## src/rtl/sawalk_pkg.sv

```systemverilog
// Shared types, codes and helper functions for the self-avoiding walk stepper.
// Used by sawalk_pick, the top level and the scoreboard; depends on nothing else.
`default_nettype none

package sawalk_pkg;

    typedef enum logic [2:0] {
        ST_STARTED  = 3'd0,
        ST_MOVED    = 3'd1,
        ST_TRAPPED  = 3'd2,
        ST_ESCAPED  = 3'd3,
        ST_FINISHED = 3'd4
    } status_t;

    typedef enum logic [1:0] {
        DIR_YP = 2'd0,
        DIR_XP = 2'd1,
        DIR_YN = 2'd2,
        DIR_XN = 2'd3
    } dir_t;

    typedef struct packed {
        logic any_free;
        dir_t dir;
    } pick_t;

    localparam logic CMD_STEP  = 1'b0;
    localparam logic CMD_START = 1'b1;

    localparam logic [16:0] COUNT_MAX = 17'h1FFFF;

    // An 8-bit value modulo three: base-4 digits sum to the same residue.
    function automatic logic [1:0] mod3(input logic [7:0] v);
        logic [3:0] s;
        s = 4'(v[1:0]) + 4'(v[3:2]) + 4'(v[5:4]) + 4'(v[7:6]);
        if (s >= 4'd6)
        begin
            s = s - 4'd6;
        end
        if (s >= 4'd3)
        begin
            s = s - 4'd3;
        end
        if (s >= 4'd3)
        begin
            s = s - 4'd3;
        end
        return s[1:0];
    endfunction

    function automatic logic at_boundary(input logic signed [7:0] x,
                                         input logic signed [7:0] y,
                                         input logic [6:0] b);
        logic [7:0] ax;
        logic [7:0] ay;
        ax = x[7] ? 8'(-x) : 8'(x);
        ay = y[7] ? 8'(-y) : 8'(y);
        return (ax >= {1'b0, b}) || (ay >= {1'b0, b});
    endfunction

endpackage

`default_nettype wire

```

## src/rtl/sawalk_pick.sv

```systemverilog
// Chooses the free neighbour numbered random mod free count, in +y, +x, -y, -x order.
// Depends on sawalk_pkg.
`default_nettype none

module sawalk_pick (
    input  wire logic [3:0]          free_dirs,
    input  wire logic [7:0]          rnd,
    output sawalk_pkg::pick_t        pick
);

    import sawalk_pkg::*;

    logic [2:0] free_count;
    logic [1:0] pick_idx;

    always_comb
    begin
        free_count = 3'($countones(free_dirs));
        case (free_count)
            3'd2:    pick_idx = {1'b0, rnd[0]};
            3'd3:    pick_idx = mod3(rnd);
            3'd4:    pick_idx = rnd[1:0];
            default: pick_idx = 2'd0;
        endcase
    end

    always_comb
    begin
        logic [1:0] seen;
        logic       found;
        seen     = 2'd0;
        found    = 1'b0;
        pick.dir = DIR_YP;
        for (int d = 0; d < 4; d++)
        begin
            if (free_dirs[d] && !found)
            begin
                if (seen == pick_idx)
                begin
                    found    = 1'b1;
                    pick.dir = dir_t'(2'(d));
                end
                seen = seen + 2'd1;
            end
        end
        pick.any_free = (free_count != 3'd0);
    end

endmodule

`default_nettype wire

```

## config.mk

```make
export PLATFORM = sky130hd
export DESIGN_NAME = sawalk_pick
export DESIGN_NICKNAME = d
export VERILOG_FILES = /design/src/rtl/sawalk_pkg.sv /design/src/rtl/sawalk_pick.sv
export SDC_FILE = /design/constraint.sdc
export NUM_CORES = 1
export LEC_CHECK = 0
export BUFFER_PORTS_ARGS = -buffer_cell sky130_fd_sc_hd__buf_2
export CAP_MARGIN = 30
export CORE_UTILIZATION = 45
export DETAILED_ROUTE_END_ITERATION = 8
export PLACE_DENSITY = 0.68
export SLEW_MARGIN = 10
export SYNTH_ARGS = -nofsm -noshare
export SYNTH_HDL_FRONTEND = slang
export SYNTH_SLANG_ARGS = --single-unit
```

## constraint.sdc

```tcl
create_clock -name vclk -period 14.25
set_clock_uncertainty 0.15 [all_clocks]
set_input_delay 0.7125 -clock vclk [all_inputs]
set_output_delay 0.7125 -clock vclk [all_outputs]
set_load 0.02 [all_outputs]
```

==> flow_summary.toml, run 1 <==
[placement]
gp_congestion = 0.822
hpwl_um = 1120
port_buffers = 15
dp_cells = 117

[yosys]
post_synth.cell_area_avg_um2 = 7.85
synth_area_leaders = "ha_1 (16%), fa_1 (14%), o21ai_0 (4.2%)"
ys_types = 40
ys_seq_area_frac = 0
synth_cells = 90
yosysWarnings = 0
yosysMostFrequentCell = "ha_1"
syn-num-nets = 116
synth_top_area_frac = 0.159
synth_area_um2 = 707
post-synth-top-area-cell = "ha_1"
synthTopCellsByCount = "ha_1 (9), nor2_1 (8), inv_1 (6), nand2_1 (6), o21ai_0 (6)"

[pwr]
p_int_mw = 0.0512
pwr-share-clk = 0
vdd_drop_max_v = 0.0000647
power_density_mw_per_mm2 = 151
power_frac_comb = 1.000
switching_power_mw = 0.0665
swShare = 0.565
power_frac_seq = 0
leakagePower_nw = 0.341

[sta]
maxSlewViolCount = 0
period_share = 0.520
hold_viol = 0
worst_pin_slew_ns = 0.464
max_freq_mhz = 135
fin_setup_tns_ns = 0
fin_crit_ns = 7.41
relSlewSlack = 0.690
grt_setup_unrepaired = "no"
setup_violations = 0

[route]
route.vias.total = 688
drc_errors = 0
ant_nets = 0
wl_per_cell_um = 11.5
via_per_inst = 5.88
routed_wl_um = 1350
firstDrtPassIters = 3
dr.first_iter.drc_count = 4

[die]
dieArea_mm2 = 0.00173
initial_core_util = 0.511
dieHeight_um = 41.6
num_rows = 13
ios = 15
die-width_um = 41.6
core_area_mm2 = 0.00138

[cells_and_area]
multi_input_area_um2 = 659
diodes = 0
area_growth_syn_to_layout_pct = 10.3
nClkBuffers = 0
drive_gt1_frac = 0.216
final_nets = 130
fin_cells = 117
seq_area_um2 = 0
nFlopsAndLatches = 0
fillers = 147

[clock_network]
cts_resized = 0
cts_setup_buffers = 0
hold_buffers = 0

[grt]
grt_use_met3 = 0
antenna_found_initial = 0
gr-total-overflow = 0
grt_use_total = 0.161
grt_util_met1 = 0.252
grt_max_degree = 17
grt_pass1_vias = 584
met2_usage = 0.263
grt_pass1_wl_um = 2390
busiest_layer = "met2"

[critical_path]
cp_data_required_time_ns = 13.39
cp_max_fo = 11
worstSetupEndpointType = "output pin"
worst-setup-path-type = "in -> out"
start_kind = "input pin"
worstPathArrival_ns = 6.55

[outcome]
outcome = "complete, no violations"

[flow_run]
cap_violations = 0

[hold_path]
hp-class = "in -> out"
## critical path: stages
cell and delay, ns:
buf_2 0.12, fa_1 0.50, fa_1 0.52, ha_1 0.14
inv_1 0.04, fa_1 0.68, inv_1 0.09, ha_1 0.43
nor2b_1 0.10, o221a_1 0.30, nor3_1 0.31, nor2_1 0.08
ha_1 0.21, nor2_1 0.12, o2111a_2 0.26, o211ai_1 0.14
a31oi_4 0.27, nand2_1 0.09, nor2_1 0.14, nor2_1 0.06
ha_1 0.31, xor2_2 0.19, or3_1 0.37, a31oi_1 0.16
buf_2 0.18
## power by group through the flow
stage	combinational, mW	sequential (mW)	clock [mW]
4_1_cts	0.118	0	0
5_1_grt	0.132	0	0
6_report	0.118	0	0
3_5_place_dp	0.117	0	0
2_1_floorplan	0.0983	0	0
3_3_place_gp	0.115	0	0
## per-stage QoR
stage,hold WS (ns),total power [mW],setup WS [ns],utilization,area (µm²)
finish,1.68,0.118,6.84,0.564,779
global route,1.73,0.132,6.47,0.564,779
CTS,1.69,0.118,6.86,0.564,779
detailed placement,1.69,0.117,6.88,0.564,779
global placement,1.68,0.115,6.96,0.564,779
floorplan,1.51,0.0983,7.35,-,707
## per-layer routing
metal,part of all wire,wire length (µm)
met1,0.54,728
met2,0.44,586
met3,0.023,31
met4,0,0
met5,0,0
## area by class of cell
| cell class | count | share of cell area |
|---|---|---|
| multi-input cells | 80 | 0.846 |
| well taps | 15 | 0.0241 |
| repair buffers | 15 | 0.0963 |
| inverters | 7 | 0.0337 |
## final timing paths
kind                    startpoint       to  slack (ns)  cells past startpoint
worst max-delay path        rnd[1]  pick[1]        6.84                     25
worst min-delay path  free_dirs[2]  pick[1]        1.68                      4
## kinds of logic (layout without fill, tap and decap cells)
| kind of cell | after synthesis | in the layout | synth area share |
|---|---|---|---|
| AOI/OAI and AO/OA | 25 | 25 | 0.278 |
| adders and majority gates | 14 | 14 | 0.301 |
| xor gates and xnor gates | 4 | 4 | 0.0602 |
| buffers and inverters | 10 | 22 | 0.0672 |
| and+or+nand+nor | 37 | 37 | 0.294 |
## cells in the final DEF (no fill, tap or decap), drive strengths merged, types with 2 or more instances in the layout
cell and n:
buf 15, ha 9, nor2 8, inv 7, o21ai 7, nand2 6
fa 5, nor2b 4, nor3 3, o21a 3, or3 3, a21oi 3
xnor2 3, a31oi 3, nand3 2, and3b 2, or2 2
Note: power is estimated with default switching activity, not from simulation.
==> run 2, diff against run 1 <==
ABC_AREA = 1   (was not set)
PLACE_DENSITY = 0.67   (was 0.68)
clock period = 7 ns   (was 14.25 ns; I/O delays follow)
==> flow_summary.toml, run 2 <==
[outcome]
outcome = "finished with violations"
violations = "DRC"

[route]
dr.first_iter.drc_count = 12
via_per_inst = 4.85
routed_wl_um = 1450
wl_per_cell_um = 9.21
firstDrtPassIters = 6
route.vias.total = 762
ant_nets = 0
drc_errors = 2

[yosys]
synth_area_um2 = 771
synth_area_leaders = "nand2_1 (17%), ha_1 (15%), fa_1 (13%)"
post-synth-top-area-cell = "nand2_1"
syn-num-nets = 152
synth_top_area_frac = 0.170
synth_cells = 126
yosysWarnings = 0
synthTopCellsByCount = "nand2_1 (35), inv_1 (24), nand3_1 (12)"
post_synth.cell_area_avg_um2 = 6.12
yosysMostFrequentCell = "nand2_1"
ys_seq_area_frac = 0
ys_types = 18

[die]
num_rows = 14
die-width_um = 43.4
ios = 15
dieHeight_um = 43.4
dieArea_mm2 = 0.00188
core_area_mm2 = 0.00156
initial_core_util = 0.494

[pwr]
swShare = 0.633
leakagePower_nw = 0.547
power_frac_seq = 0
power_frac_comb = 1.000
p_int_mw = 0.110
power_density_mw_per_mm2 = 346
vdd_drop_max_v = 0.000206
pwr-share-clk = 0
total_power_mw = 0.299
switching_power_mw = 0.190

[placement]
gp_congestion = 0.788
hpwl_um = 1330
port_buffers = 15
dp_cells = 157

[sta]
hold_viol = 0
worst_pin_slew_ns = 0.402
grt_setup_unrepaired = "no"
max_freq_mhz = 175
fin_setup_tns_ns = 0
setup_violations = 0
maxSlewViolCount = 0
relSlewSlack = 0.729
period_share = 0.814
fin_crit_ns = 5.70

[grt]
grt_pass1_vias = 690
gr-total-overflow = 0
grt_use_total = 0.177
antenna_found_initial = 0
grt_pass1_wl_um = 2680
grt_max_degree = 7

[critical_path]
cp_max_fo = 4
worstSetupEndpointType = "output pin"
max_stage_delay_ns = 0.54
cp_slowest_cell = "fa_1"
worst-setup-path-type = "in -> out"
worstPathArrival_ns = 5.20
cpMostUsedCell = "nand2_1"
start_kind = "input pin"
cp_data_required_time_ns = 6.50

[cells_and_area]
fin_cells = 157
final_nets = 169
nFlopsAndLatches = 0
final_common_cell = "nand2_1"
fillers = 158
drive_gt1_frac = 0.305
seq_area_um2 = 0
nClkBuffers = 0
area_growth_syn_to_layout_pct = 12.3
diodes = 0
mostFrequentLayoutCells = "nand2_1 (35), inv_1 (24), buf_2 (15)"

[hold_path]
hold_depth = 4
min_from = "free_dirs[2]"
hp-class = "in -> out"
hold_path_end = "pick[1]"

[clock_network]
cts_setup_buffers = 0
hold_buffers = 0
cts_resized = 0

[flow_run]
cap_violations = 0
## run 2: worst max path at each step
stage,startpoint,depth (start not counted),to
finish,rnd[1],35,pick[1]
floorplan,rnd[1],34,pick[0]
detailed placement,rnd[1],35,pick[1]
global placement,rnd[1],35,pick[0]
CTS,rnd[1],35,pick[1]
global route,rnd[1],35,pick[1]
## run 2: metrics by stage
stage          hold slack (ns)  setup slack (ns)  utilization  area [µm²]
6_report                 0.961              1.30        0.555         866
5_1_grt                  0.986             0.807        0.555         866
4_1_cts                  0.965              1.25        0.555         866
3_5_place_dp             0.964              1.26        0.555         866
3_3_place_gp             0.956              1.42        0.555         866
2_1_floorplan            0.743              1.78            -         771
## run 2: cell families (layout without fill, tap and decap cells)
logic type                 count (synthesis)  in the layout  share of synthesized area
AOI/OAI and AO/OA                          2              2                     0.0130
xor gates and xnor gates                   1              1                     0.0114
adders and majority gates                 14             14                      0.276
buffers and inverters                     29             44                      0.141
and+or+nand+nor                           80             80                      0.558
## run 2: area by class of cell
class                      instances  area [µm²]  share of cell area
multi-input combinational         97         662               0.764
timing repair buffer              15        75.1              0.0867
inverter                          29         109               0.126
tap                               16        20.0              0.0231
## run 2: layer usage
metal	track usage	up-vias	share of wire
met2	0.330	11	0.49
met1	0.245	334	0.48
li1	-	417	-
met4	0	0	0
met3	0	0	0.023
met5	0	-	0
## run 2: critical path, delay by kind of cell
kind                       cells  cell delay [ns]
buffers and inverters          9             0.73
and+or+nand+nor               18             1.61
AOI/OAI and AO/OA              1             0.07
adders and majority gates      7             2.45
## run 2: power groups by stage
stage / sequential, mW / clock [mW] / combinational [mW]
floorplan: 0 / 0 / 0.253
global placement: 0 / 0 / 0.293
detailed placement: 0 / 0 / 0.302
CTS: 0 / 0 / 0.303
global route: 0 / 0 / 0.347
finish: 0 / 0 / 0.299
